### src/rtl/utf8v_pkg.sv
// types and constants shared by the utf-8 stream validator
`timescale 1ns / 1ps

package utf8v_pkg;

    localparam int unsigned CP_W = 21;

    localparam logic [CP_W-1:0] MIN_CP_LEN2 = 21'h00080;
    localparam logic [CP_W-1:0] MIN_CP_LEN3 = 21'h00800;
    localparam logic [CP_W-1:0] MIN_CP_LEN4 = 21'h10000;
    localparam logic [CP_W-1:0] SURR_LO     = 21'h0D800;
    localparam logic [CP_W-1:0] SURR_HI     = 21'h0DFFF;
    localparam logic [CP_W-1:0] CP_MAX      = 21'h10FFFF;

    localparam logic [1:0] NEED_NONE = 2'd0;
    localparam logic [1:0] NEED_ONE  = 2'd1;
    localparam logic [1:0] NEED_TWO  = 2'd2;
    localparam logic [1:0] NEED_THREE = 2'd3;

    // classified byte as it travels from front to back
    typedef struct packed {
        logic       last;
        logic       is_cont;
        logic       lead_bad;
        logic [1:0] need;
        logic [4:0] lead_val;
        logic [5:0] cont_val;
    } utf8v_item_t;

endpackage

### src/rtl/utf8v_if.sv
// handshake channels of the utf-8 stream validator
`timescale 1ns / 1ps

interface utf8v_byte_if;
    logic       valid;
    logic       ready;
    logic [7:0] data_byte;
    logic       last_byte;

    modport source (output valid, output data_byte, output last_byte, input ready);
    modport sink   (input valid, input data_byte, input last_byte, output ready);
endinterface

interface utf8v_verdict_if;
    logic valid;
    logic ready;
    logic is_valid;

    modport source (output valid, output is_valid, input ready);
    modport sink   (input valid, input is_valid, output ready);
endinterface

### src/rtl/utf8_stream_validator.sv
// Checks a byte stream for well-formed UTF-8, one buffer at a time. Bytes
// arrive on byte_ch with last_byte marking the end of a buffer; exactly one
// verdict per buffer leaves on verdict_ch, is_valid high when the buffer is
// acceptable. A sequence cut short by the end of the buffer is accepted;
// overlong forms, surrogates, code points above U+10FFFF, bad lead bytes and
// bad continuation bytes are rejected. One byte is taken every clock cycle
// for as long as verdicts are collected; the final byte of a buffer passes
// through the queue before the verdict register is loaded. A front
// classifier feeds a FIFO_DEPTH entry queue so the input keeps flowing while
// the verdict register is stalled, until the queue fills.
`timescale 1ns / 1ps

module utf8_stream_validator #(
    parameter int unsigned FIFO_DEPTH = 2
) (
    input  logic            clk,
    input  logic            rst_n,
    utf8v_byte_if.sink      byte_ch,
    utf8v_verdict_if.source verdict_ch
);
    import utf8v_pkg::*;

    utf8v_item_t front_item;
    utf8v_item_t head_item;
    logic        push;
    logic        pop;
    logic        full;
    logic        empty;

    utf8v_front u_front (
        .byte_ch (byte_ch),
        .full    (full),
        .push    (push),
        .item    (front_item)
    );

    utf8v_fifo #(
        .DEPTH (FIFO_DEPTH)
    ) u_fifo (
        .clk       (clk),
        .rst_n     (rst_n),
        .push      (push),
        .push_item (front_item),
        .full      (full),
        .pop       (pop),
        .pop_item  (head_item),
        .empty     (empty)
    );

    utf8v_back u_back (
        .clk        (clk),
        .rst_n      (rst_n),
        .empty      (empty),
        .head       (head_item),
        .pop        (pop),
        .verdict_ch (verdict_ch)
    );

endmodule

### src/rtl/utf8v_front.sv
// front end: accepts bytes and classifies them as lead or continuation
`timescale 1ns / 1ps

module utf8v_front (
    utf8v_byte_if.sink          byte_ch,
    input  logic                full,
    output logic                push,
    output utf8v_pkg::utf8v_item_t item
);
    import utf8v_pkg::*;

    logic [7:0] b;

    assign b             = byte_ch.data_byte;
    assign byte_ch.ready = !full;
    assign push          = byte_ch.valid && !full;

    always_comb
    begin
        item.last     = byte_ch.last_byte;
        item.is_cont  = (b[7:6] == 2'b10);
        item.cont_val = b[5:0];
        item.lead_bad = 1'b0;
        item.need     = NEED_NONE;
        item.lead_val = 5'd0;
        case (b) inside
            [8'h00:8'h7F]:
            begin
                item.need = NEED_NONE;
            end
            [8'hC2:8'hDF]:
            begin
                item.need     = NEED_ONE;
                item.lead_val = b[4:0];
            end
            [8'hE0:8'hEF]:
            begin
                item.need     = NEED_TWO;
                item.lead_val = {1'b0, b[3:0]};
            end
            [8'hF0:8'hF4]:
            begin
                item.need     = NEED_THREE;
                item.lead_val = {2'b00, b[2:0]};
            end
            default:
            begin
                // lone continuation, c0, c1 and f5 upwards
                item.lead_bad = 1'b1;
            end
        endcase
    end

endmodule

### src/rtl/utf8v_fifo.sv
// short queue of classified items between front and back
`timescale 1ns / 1ps

module utf8v_fifo #(
    parameter int unsigned DEPTH = 2
) (
    input  logic                   clk,
    input  logic                   rst_n,
    input  logic                   push,
    input  utf8v_pkg::utf8v_item_t push_item,
    output logic                   full,
    input  logic                   pop,
    output utf8v_pkg::utf8v_item_t pop_item,
    output logic                   empty
);
    import utf8v_pkg::*;

    localparam int unsigned AW = (DEPTH > 1) ? $clog2(DEPTH) : 1;
    localparam int unsigned CW = $clog2(DEPTH + 1);

    utf8v_item_t   mem [DEPTH];
    logic [AW-1:0] wr_ptr_reg, wr_ptr_next;
    logic [AW-1:0] rd_ptr_reg, rd_ptr_next;
    logic [CW-1:0] count_reg, count_next;

    assign full     = (count_reg == CW'(DEPTH));
    assign empty    = (count_reg == '0);
    assign pop_item = mem[rd_ptr_reg];

    always_comb
    begin
        wr_ptr_next = wr_ptr_reg;
        rd_ptr_next = rd_ptr_reg;
        count_next  = count_reg;
        if (push)
        begin
            wr_ptr_next = (wr_ptr_reg == AW'(DEPTH - 1)) ? '0 : wr_ptr_reg + 1'b1;
        end
        if (pop)
        begin
            rd_ptr_next = (rd_ptr_reg == AW'(DEPTH - 1)) ? '0 : rd_ptr_reg + 1'b1;
        end
        if (push && !pop)
        begin
            count_next = count_reg + 1'b1;
        end
        else if (pop && !push)
        begin
            count_next = count_reg - 1'b1;
        end
    end

    always_ff @(posedge clk or negedge rst_n)
    begin
        if (!rst_n)
        begin
            wr_ptr_reg <= '0;
            rd_ptr_reg <= '0;
            count_reg  <= '0;
        end
        else
        begin
            wr_ptr_reg <= wr_ptr_next;
            rd_ptr_reg <= rd_ptr_next;
            count_reg  <= count_next;
        end
    end

    always_ff @(posedge clk)
    begin
        if (push)
        begin
            mem[wr_ptr_reg] <= push_item;
        end
    end

endmodule

### src/rtl/utf8v_back.sv
// back end: sequence tracking, range checks and verdict register
`timescale 1ns / 1ps

module utf8v_back (
    input  logic                   clk,
    input  logic                   rst_n,
    input  logic                   empty,
    input  utf8v_pkg::utf8v_item_t head,
    output logic                   pop,
    utf8v_verdict_if.source        verdict_ch
);
    import utf8v_pkg::*;

    logic [1:0]      slots_reg, slots_next;
    logic [1:0]      len_reg, len_next;
    logic [CP_W-1:0] acc_reg, acc_next;
    logic            pb_reg, pb_next;
    logic            failed_reg, failed_next;
    logic            out_valid_reg, out_valid_next;
    logic            out_bit_reg, out_bit_next;

    logic [CP_W-1:0] acc_shift;
    logic [CP_W-1:0] min_cp;
    logic            pb_cur;
    logic            seq_bad;

    // a final byte waits only while an undelivered verdict holds the register
    assign pop = !empty && (!head.last || !out_valid_reg || verdict_ch.ready);

    assign acc_shift = {acc_reg[CP_W-7:0], head.cont_val};
    assign pb_cur    = pb_reg || !head.is_cont;

    always_comb
    begin
        case (len_reg)
            NEED_ONE: min_cp = MIN_CP_LEN2;
            NEED_TWO: min_cp = MIN_CP_LEN3;
            default:  min_cp = MIN_CP_LEN4;
        endcase
    end

    assign seq_bad = pb_cur || (acc_shift < min_cp) ||
                     ((acc_shift >= SURR_LO) && (acc_shift <= SURR_HI)) ||
                     (acc_shift > CP_MAX);

    always_comb
    begin
        slots_next     = slots_reg;
        len_next       = len_reg;
        acc_next       = acc_reg;
        pb_next        = pb_reg;
        failed_next    = failed_reg;
        out_valid_next = out_valid_reg && !verdict_ch.ready;
        out_bit_next   = out_bit_reg;
        if (pop)
        begin
            if (!failed_reg)
            begin
                if (slots_reg == NEED_NONE)
                begin
                    if (head.lead_bad)
                    begin
                        failed_next = 1'b1;
                    end
                    else if (head.need != NEED_NONE)
                    begin
                        slots_next = head.need;
                        len_next   = head.need;
                        acc_next   = {{(CP_W-5){1'b0}}, head.lead_val};
                        pb_next    = 1'b0;
                    end
                end
                else
                begin
                    slots_next = slots_reg - 1'b1;
                    acc_next   = acc_shift;
                    pb_next    = pb_cur;
                    if (slots_reg == NEED_ONE)
                    begin
                        failed_next = seq_bad;
                        pb_next     = 1'b0;
                        len_next    = NEED_NONE;
                        acc_next    = '0;
                    end
                end
            end
            if (head.last)
            begin
                out_valid_next = 1'b1;
                out_bit_next   = !failed_next;
                slots_next     = NEED_NONE;
                len_next       = NEED_NONE;
                acc_next       = '0;
                pb_next        = 1'b0;
                failed_next    = 1'b0;
            end
        end
    end

    always_ff @(posedge clk or negedge rst_n)
    begin
        if (!rst_n)
        begin
            slots_reg     <= NEED_NONE;
            len_reg       <= NEED_NONE;
            acc_reg       <= '0;
            pb_reg        <= 1'b0;
            failed_reg    <= 1'b0;
            out_valid_reg <= 1'b0;
        end
        else
        begin
            slots_reg     <= slots_next;
            len_reg       <= len_next;
            acc_reg       <= acc_next;
            pb_reg        <= pb_next;
            failed_reg    <= failed_next;
            out_valid_reg <= out_valid_next;
        end
    end

    always_ff @(posedge clk)
    begin
        out_bit_reg <= out_bit_next;
    end

    assign verdict_ch.valid    = out_valid_reg;
    assign verdict_ch.is_valid = out_bit_reg;

endmodule

### src/flat_wrapper.sv
// flat-port wrapper written by rule: the top's interface ports become plain ports
module utf8_stream_validator_flat import utf8v_pkg::*;
#(
    parameter int unsigned FIFO_DEPTH = 2
)
  (clk, rst_n, byte_ch_valid, byte_ch_data_byte, byte_ch_last_byte, byte_ch_ready, verdict_ch_valid, verdict_ch_is_valid, verdict_ch_ready);
  utf8v_byte_if byte_ch_i ();
  utf8v_verdict_if verdict_ch_i ();
  input  logic clk;
  input  logic rst_n;
  input wire logic [$bits(byte_ch_i.valid)-1:0] byte_ch_valid;
  input wire logic [$bits(byte_ch_i.data_byte)-1:0] byte_ch_data_byte;
  input wire logic [$bits(byte_ch_i.last_byte)-1:0] byte_ch_last_byte;
  output wire logic [$bits(byte_ch_i.ready)-1:0] byte_ch_ready;
  output wire logic [$bits(verdict_ch_i.valid)-1:0] verdict_ch_valid;
  output wire logic [$bits(verdict_ch_i.is_valid)-1:0] verdict_ch_is_valid;
  input wire logic [$bits(verdict_ch_i.ready)-1:0] verdict_ch_ready;
  assign byte_ch_i.valid = byte_ch_valid;
  assign byte_ch_i.data_byte = byte_ch_data_byte;
  assign byte_ch_i.last_byte = byte_ch_last_byte;
  assign byte_ch_ready = byte_ch_i.ready;
  assign verdict_ch_valid = verdict_ch_i.valid;
  assign verdict_ch_is_valid = verdict_ch_i.is_valid;
  assign verdict_ch_i.ready = verdict_ch_ready;
  utf8_stream_validator #(.FIFO_DEPTH(FIFO_DEPTH)) u_core (.clk(clk), .rst_n(rst_n), .byte_ch(byte_ch_i), .verdict_ch(verdict_ch_i));
endmodule
### config.mk
export PLATFORM = sky130hd
export DESIGN_NAME = utf8_stream_validator_flat
export DESIGN_NICKNAME = d
export VERILOG_FILES = /design/src/rtl/utf8v_pkg.sv /design/src/rtl/utf8v_if.sv /design/src/rtl/utf8_stream_validator.sv /design/src/rtl/utf8v_front.sv /design/src/rtl/utf8v_fifo.sv /design/src/rtl/utf8v_back.sv /design/src/flat_wrapper.sv
export SDC_FILE = /design/constraint.sdc
export NUM_CORES = 1
export LEC_CHECK = 0
export BUFFER_PORTS_ARGS = -buffer_cell sky130_fd_sc_hd__buf_2
export CAP_MARGIN = 20
export CORE_UTILIZATION = 40
export CTS_CLUSTER_SIZE = 30
export DETAILED_ROUTE_END_ITERATION = 10
export HOLD_SLACK_MARGIN = 0.1
export MAX_ROUTING_LAYER = met4
export SETUP_SLACK_MARGIN = 0.3
export SLEW_MARGIN = 20
export SYNTH_ARGS = -nofsm -noshare
export SYNTH_HDL_FRONTEND = slang
export SYNTH_SLANG_ARGS = --single-unit
### constraint.sdc
create_clock -name clk -period 2.4 [get_ports clk]
set_input_delay 0.48 -clock clk [delete_from_list [all_inputs] [get_ports clk]]
set_output_delay 0.48 -clock clk [all_outputs]
set_load 0.005 [all_outputs]
# Word level (Yosys, flattened, before mapping)

Memories as Yosys holds them, arrays and structs flattened.
Cells that the tools add are included.
W data, S select, Z words.

ROM bits: 0
Input port bits: 13
Output and inout port bits: 3
Logic and storage cells: 117
RAM bits: 32
Latch bits: 0
Register bits after elaboration: 27
Memories kept: 1

Shifts and indexed selects: 0
Multiplexer cells: 48
Order comparisons: 12
Reductions and logical operators: 33
Add/subtract/negate cells: 5
Bitwise logic cells: 0
Div/mod/pow operators: 0
Multiply operators: 0
Equality and inequality tests: 8

Memory list:

| name              | depth | width | rd ports | clocked after memory_dff | write ports | line             | RTL |
|---|---|---|---|---|---|---|---|
| u_core.u_fifo.mem | 2     | 16    | 1        | 0                        | 1           | utf8v_fifo.sv:21 | `utf8v_item_t mem [DEPTH];` |

Operators by type and width:

| kind                   | count |
|---|---|
| $mux W15               | 6 |
| $pmux W17 S2           | 1 |
| $mux W2                | 15 |
| $ge A8 B8 Y1 const B   | 3 |
| $le A8 B8 Y1 const B   | 3 |
| $mux W1                | 22 |
| $ge A21 B16 Y1 const B | 1 |
| $gt A21 B21 Y1 const B | 1 |
| $le A21 B16 Y1 const B | 1 |
| $lt A21 B17 Y1         | 1 |
| $logic_and A1 B1 Y1    | 10 |
| $mux W5                | 2 |
| $logic_not A1 Y1       | 9 |
| $ge A8 B1 Y1 const B   | 1 |
| $le A8 B7 Y1 const B   | 1 |
| $eq A2 B2 Y1 const B   | 3 |
| $logic_or A1 B1 Y1     | 6 |
| $reduce_and A5 Y1      | 1 |
| $eq A2 B1 Y1 const B   | 2 |
| $logic_not A2 Y1       | 2 |
| $mux W4                | 1 |
| $reduce_and A4 Y1      | 1 |
| $reduce_bool A2 Y1     | 2 |
| $sub A2 B1 Y2 const B  | 2 |
| other kinds (8)        | 9 |

# Depth between registers and ports, before layout

Depth in word-level cells: 11
Mapped depth: 8

# Modules after synthesis

A second synthesis with hierarchy kept.

Cell total of the unflattened synthesis: 218
Area, all modules: 2896.5 um^2

Modules (own cells, without submodules):

| module      | times used | area an instance (um^2) | seq. area each (um^2) | cells an instance |
|---|---|---|---|---|
| utf8v_fifo  | 1          | 1392.6                  | 1061.0                | 66 |
| utf8v_back  | 1          | 1323.8                  | 580.6                 | 121 |
| utf8v_front | 1          | 180.2                   | 0.0                   | 31 |

# Worst setup path before layout

Ideal clock, no wire load.

Path type: reg-to-reg
Start: reg u_core.u_fifo.rd_ptr_reg
End: reg u_core.u_back.acc_reg[0]
Clock period less this slack: 1.882 ns
Arrival time: 1.757 ns
Setup time: 0.125 ns
Path buffers: 1
Required time: 2.275 ns
Cell stages (with the launch flop): 6
Path slack: 0.518 ns
Cell sequence: dfrtp_1 > buf_6 > mux2i_4 > o21ai_1 > a211oi_4 > mux2_2

Word-level cells in the longest chain between the ends: 6
Elaborated cells on any way between the ends: 16
Classes of those cells: eq/ne: 3; mux: 6; reduce/logical: 6; memory: 1

Ends and longest elaborated chain:

| element                                                | line                               | RTL |
|---|---|---|
| start, declared                                        | utf8v_fifo.sv:23                   | `logic [AW-1:0] rd_ptr_reg, rd_ptr_next;` |
| start signal, assigned                                 | utf8v_fifo.sv:64                   | `rd_ptr_reg <= rd_ptr_next;` |
| $mem_v2 Z2 W16 *                                       | n/a                                |  |
| $mux W15 / $logic_not A1 Y1 (equally long branches)    | utf8v_back.sv:65, utf8v_back.sv:28 |  |
| $mux W15 / $logic_or A1 B1 Y1 (equally long branches)  | utf8v_back.sv:61, utf8v_back.sv:28 |  |
| $mux W15 / $logic_or A1 B1 Y1 (equally long branches)  | utf8v_back.sv:59, utf8v_back.sv:28 |  |
| $mux W15 / $logic_and A1 B1 Y1 (equally long branches) | utf8v_back.sv:57, utf8v_back.sv:28 |  |
| $mux W15 / $reduce_and A4 Y1 (equally long branches)   | n/a                                |  |
| end signal, assigned                                   | utf8v_back.sv:115                  | `acc_reg <= acc_next;` |
| end, declared                                          | utf8v_back.sv:16                   | `logic [CP_W-1:0] acc_reg, acc_next;` |

Every way passes the cells marked *; elsewhere a longest branch is shown, timed or not. The select of a mux whose other input is x is not followed.
A chain may end at the register's enable or synchronous reset.

# Worst setup path after layout

Start: reg u_core.u_fifo.rd_ptr_reg
End: reg u_core.u_back.pb_reg

Word-level cells in the longest chain between the ends: 7
Elaborated cells on any way between the ends: 16
Classes of those cells: eq/ne: 3; mux: 4; reduce/logical: 8; memory: 1

Ends and longest elaborated chain:

| element              | line              | RTL |
|---|---|---|
| $mem_v2 Z2 W16 *     | n/a               |  |
| $logic_not A1 Y1     | utf8v_back.sv:31  | `assign pb_cur = pb_reg \|\| !head.is_cont;` |
| $logic_or A1 B1 Y1   | utf8v_back.sv:31  |  |
| $mux W1              | utf8v_back.sv:78  | `if (slots_reg == NEED_ONE)` |
| $mux W1              | utf8v_back.sv:59  | `if (slots_reg == NEED_NONE)` |
| $mux W1              | utf8v_back.sv:57  | `if (!failed_reg)` |
| $mux W1              | utf8v_back.sv:87  | `if (head.last)` |
| end signal, assigned | utf8v_back.sv:116 | `pb_reg <= pb_next;` |
| end, declared        | utf8v_back.sv:17  | `logic pb_reg, pb_next;` |

Marked as above.

==> results by group <==
Status
  – Outcome: completed

Synth
  – Count of flip-flops with a built-in enable after synthesis: 33
  – Post-synthesis cell type count: 46
  – Biggest area contributors in the synthesized netlist: edfxtp_1 36%, dfrtp_1 24%, mux2i_1 8.0%, mux2_2 3.7%, ha_1 2.3%
  – Flop and latch count out of synthesis: 59
  – Post-synthesis share of cell area spent on full adders, half adders and majority gates: 2.29%
  – Top post-synthesis cells by count: 33 x edfxtp_1, 26 x dfrtp_1, 22 x mux2i_1
  – Post-synthesis cell area: 2740 µm²
  – Simple-gate area share of the yosys netlist: 11.1%
  – Ys Warns: 0
  – Sequential element share of the synthesized area: 60.0%
  – Compound-gate portion of the synthesized area: 7.91%
  – Avg Cell Area, Syn: 13.0 µm²
  – Area share of xor/xnor cells in the synthesized design: 1.60%
  – Post-synthesis net count: 229
  – Largest area contributor in the netlist: edfxtp_1
  – Fraction of synthesis flops using an asynchronous set or reset pin: 44.1%
  – Gate Count Post-Synth: 211
  – Top FF cell, synth: edfxtp_1
  – Mux cell area share after synthesis: 13.8%
  – Count leader, synth: edfxtp_1
  – Fraction of synthesized cell area taken by the top area cell type: 36.2%
  – Main combinational cell family by area after synthesis: multiplexers

Power
  – Share of power burned in registers: 38.9%
  – Internal power: 2600 µW
  – Proportion of power drawn by combinational gates: 39.6%
  – Clock power frac: 21.5%
  – Proportion of total power due to net switching: 34.3%
  – Leakage dissipation: 0.00131 µW
  – Net Switching: 1360 µW
  – Peak supply drop: 0.527 mV
  – Pwr per Cell Area: 1250 nW/µm²

Floorplanning
  – Die X-Extent: 84.7 µm
  – Floorplan die area: 7180 µm²
  – Standard cell core area: 6490 µm²
  – Top-level port count: 16
  – Cell row count: 29
  – Starting density of the core: 42.1%
  – Y dimension of the die: 84.7 µm

GRT
  – Number of antenna violations at the first check in global routing: 0
  – Sum of overflow across all layers after global routing: 0
  – Overall routing resource usage: 15.6%
  – Global-route wire length before repair: 8140 µm
  – Vias in the first global route: 1,679
  – Maximum number of pins on one net before global-route repair: 27

Detailed routing
  – Vias after detailed routing: 1,671
  – Detail-routed via count per cell: 5.17
  – Remaining routing DRC violations: 0
  – Post-DR wirelength/cell: 15.3 µm
  – Number of search-and-repair iterations in the first detailed-routing pass: 6
  – Initial DRC Count: 140
  – Post-route ant nets: 0
  – Final wirelength: 4930 µm

Timing
  – Clock tree skew after final layout: 0.00815 ns
  – Aggregate negative setup slack: 0 ns
  – Final min period: 2.04 ns
  – Rel. slew slack: 59.7%
  – Crit share post-route: 85.0%
  – Final-report max-slew violation count: 0
  – Final worst-path setup slack: 0.361 ns
  – Setup repair after global routing missed its margin: false
  – Final hold vios: 0
  – Worst-Margin Slew: 0.604 ns
  – Final setup violation count: 0
  – Post-route worst hold slack: 0.152 ns
  – Highest Clock Rate: 490 MHz

Cells and area
  – Relative area change from synthesis to final layout: 16.0%
  – Number of diodes: 0
  – Largest register FFs: 32
  – Fraction of final layout cells sized beyond drive strength 1: 23.2%
  – Nets: 259
  – Filler cells: 595

Clocking
  – CTS clock-pin slew for the worst setup and hold paths: 0.07 ns
  – Quantity of hold-fixing buffers added after cts: 0
  – Number of sinks driven by the clock tree: 59
  – Maximum level of the CTS H-tree: 3
  – CTS Buffer Depth: 2
  – CTS tree: done
  – Clk root buf: clkbuf_8
  – Clock network latency to the later pin of the worst-skew pair: 0.33 ns
  – Cts bufs inserted: 9

Critical path
  – Sort of element at the end of the critical path: register
  – Type of the worst setup path: register to register
  – Required arrival time at the worst endpoint: 2.61 ns
  – Maximum fanout along the worst path: 15
  – Setup crit start kind: register
  – WP data arrival: 2.25 ns

Job
  – Max-cap viol count: 0

Place
  – Detailed placer's ending HPWL: 3250 µm
  – Pre-CTS setup slack: 0.225 ns
  – RD Place Congestion: 0.758
  – IO buf count: 15

Min path
  – Min-Delay Path Class: primary input to async pin
stage by stage:
step | std cells | total power, µW | area [µm²] | utilization, %
2_1_floorplan | 211 | 2620 | 2740 | -
3_3_place_gp | 305 | 2970 | 2940 | 45.2
3_5_place_dp | 305 | 2990 | 2940 | 45.2
4_1_cts | 321 | 3850 | 3120 | 48.0
5_1_grt | 323 | 4220 | 3170 | 48.9
6_report | 323 | 3960 | 3170 | 48.9
logic make-up (layout without fill, tap and decap cells):
kind of cell / count (synthesis) / in the layout
DFF: 59 / 59
buffers and inverters: 20 / 54
muxes: 34 / 34
and+or+nand+nor: 58 / 58
AOI/OAI and AO/OA: 30 / 31
xor gates and xnor gates: 5 / 5
adders and majority gates: 5 / 5
critical path, stage by stage (launching register included):
cell	delay [ns]
dfrtp_2	0.48
buf_12	0.19
or3b_4	0.41
a211oi_4	0.39
a211oi_4	0.10
mux2_1	0.34
final timing paths:
kind / end / slack, ns / cells after the start / from
min in group clk: u_core.u_fifo.mem[1][15] / 0.35 / 1 / byte_ch_last_byte
max: u_core.u_back.pb_reg / 0.36 / 5 / u_core.u_fifo.rd_ptr_reg
max reg2reg: u_core.u_back.pb_reg / 0.36 / 5 / u_core.u_fifo.rd_ptr_reg
min: u_core.u_back.verdict_ch.valid / 0.15 / 1 / rst_n
min reg2reg: u_core.u_back.pb_reg / 0.50 / 1 / u_core.u_back.pb_reg
max in group asynchronous: u_core.u_fifo.rd_ptr_reg / 1.82 / 1 / rst_n
power by group through the flow:
| stage | combinational [µW] | sequential, µW | clock (µW) |
|---|---|---|---|
| 3_5_place_dp | 1440 | 1560 | 0 |
| 3_3_place_gp | 1420 | 1550 | 0 |
| 5_1_grt | 1730 | 1570 | 925 |
| 4_1_cts | 1450 | 1540 | 865 |
| 6_report | 1570 | 1540 | 852 |
| 2_1_floorplan | 1110 | 1510 | 0 |
cells in the final DEF, fill, tap and decap left out, drive strengths merged, types with 2 or more instances in the layout:
| master | count |
|---|---|
| edfxtp | 33 |
| dfrtp | 26 |
| mux2i | 24 |
| buf | 22 |
| nand2 | 16 |
| inv | 16 |
| nor2 | 12 |
| mux2 | 10 |
| clkbuf | 10 |
| o21ai | 10 |
| o22ai | 6 |
| ha | 5 |
| clkinv | 5 |
| nand2b | 4 |
| and2 | 4 |
| or3 | 3 |
| nor4 | 3 |
| and3 | 3 |
| a211oi | 3 |
| xnor2 | 3 |
| or2 | 2 |
| or4 | 2 |
| o211ai | 2 |
| a21boi | 2 |
| xor2 | 2 |
final cells by class:
class,instances,area [µm²],area share [%]
Multi-Input combinational cell,133,1040,32.7
Inverter,16,60.1,1.89
Timing Repair Buffer,22,153,4.81
Clock inverter,6,56.3,1.77
Clock buffer,10,128,4.02
Tap cell,77,96.3,3.04
Sequential cell,59,1640,51.8
what timing repair did:
item / in CTS / in global routing
pin swaps: 1 / 2
buffers inserted: 0 / 1
setup endpoints to repair: 17 / 17
gates resized for setup: 1 / 7
gates cloned: 0 / 1
per-layer routing:
| metal | vias to the layer above | track usage, % | part of all wire, % |
|---|---|---|---|
| met5 | - | - | 0 |
| met2 | 24 | 21.7 | 45 |
| li1 | 833 | - | - |
| met1 | 805 | 21.1 | 51 |
| met3 | 9 | 5.01 | 2.1 |
| met4 | 0 | 6.47 | 1.8 |
Note: power is estimated with default switching activity, not from simulation.
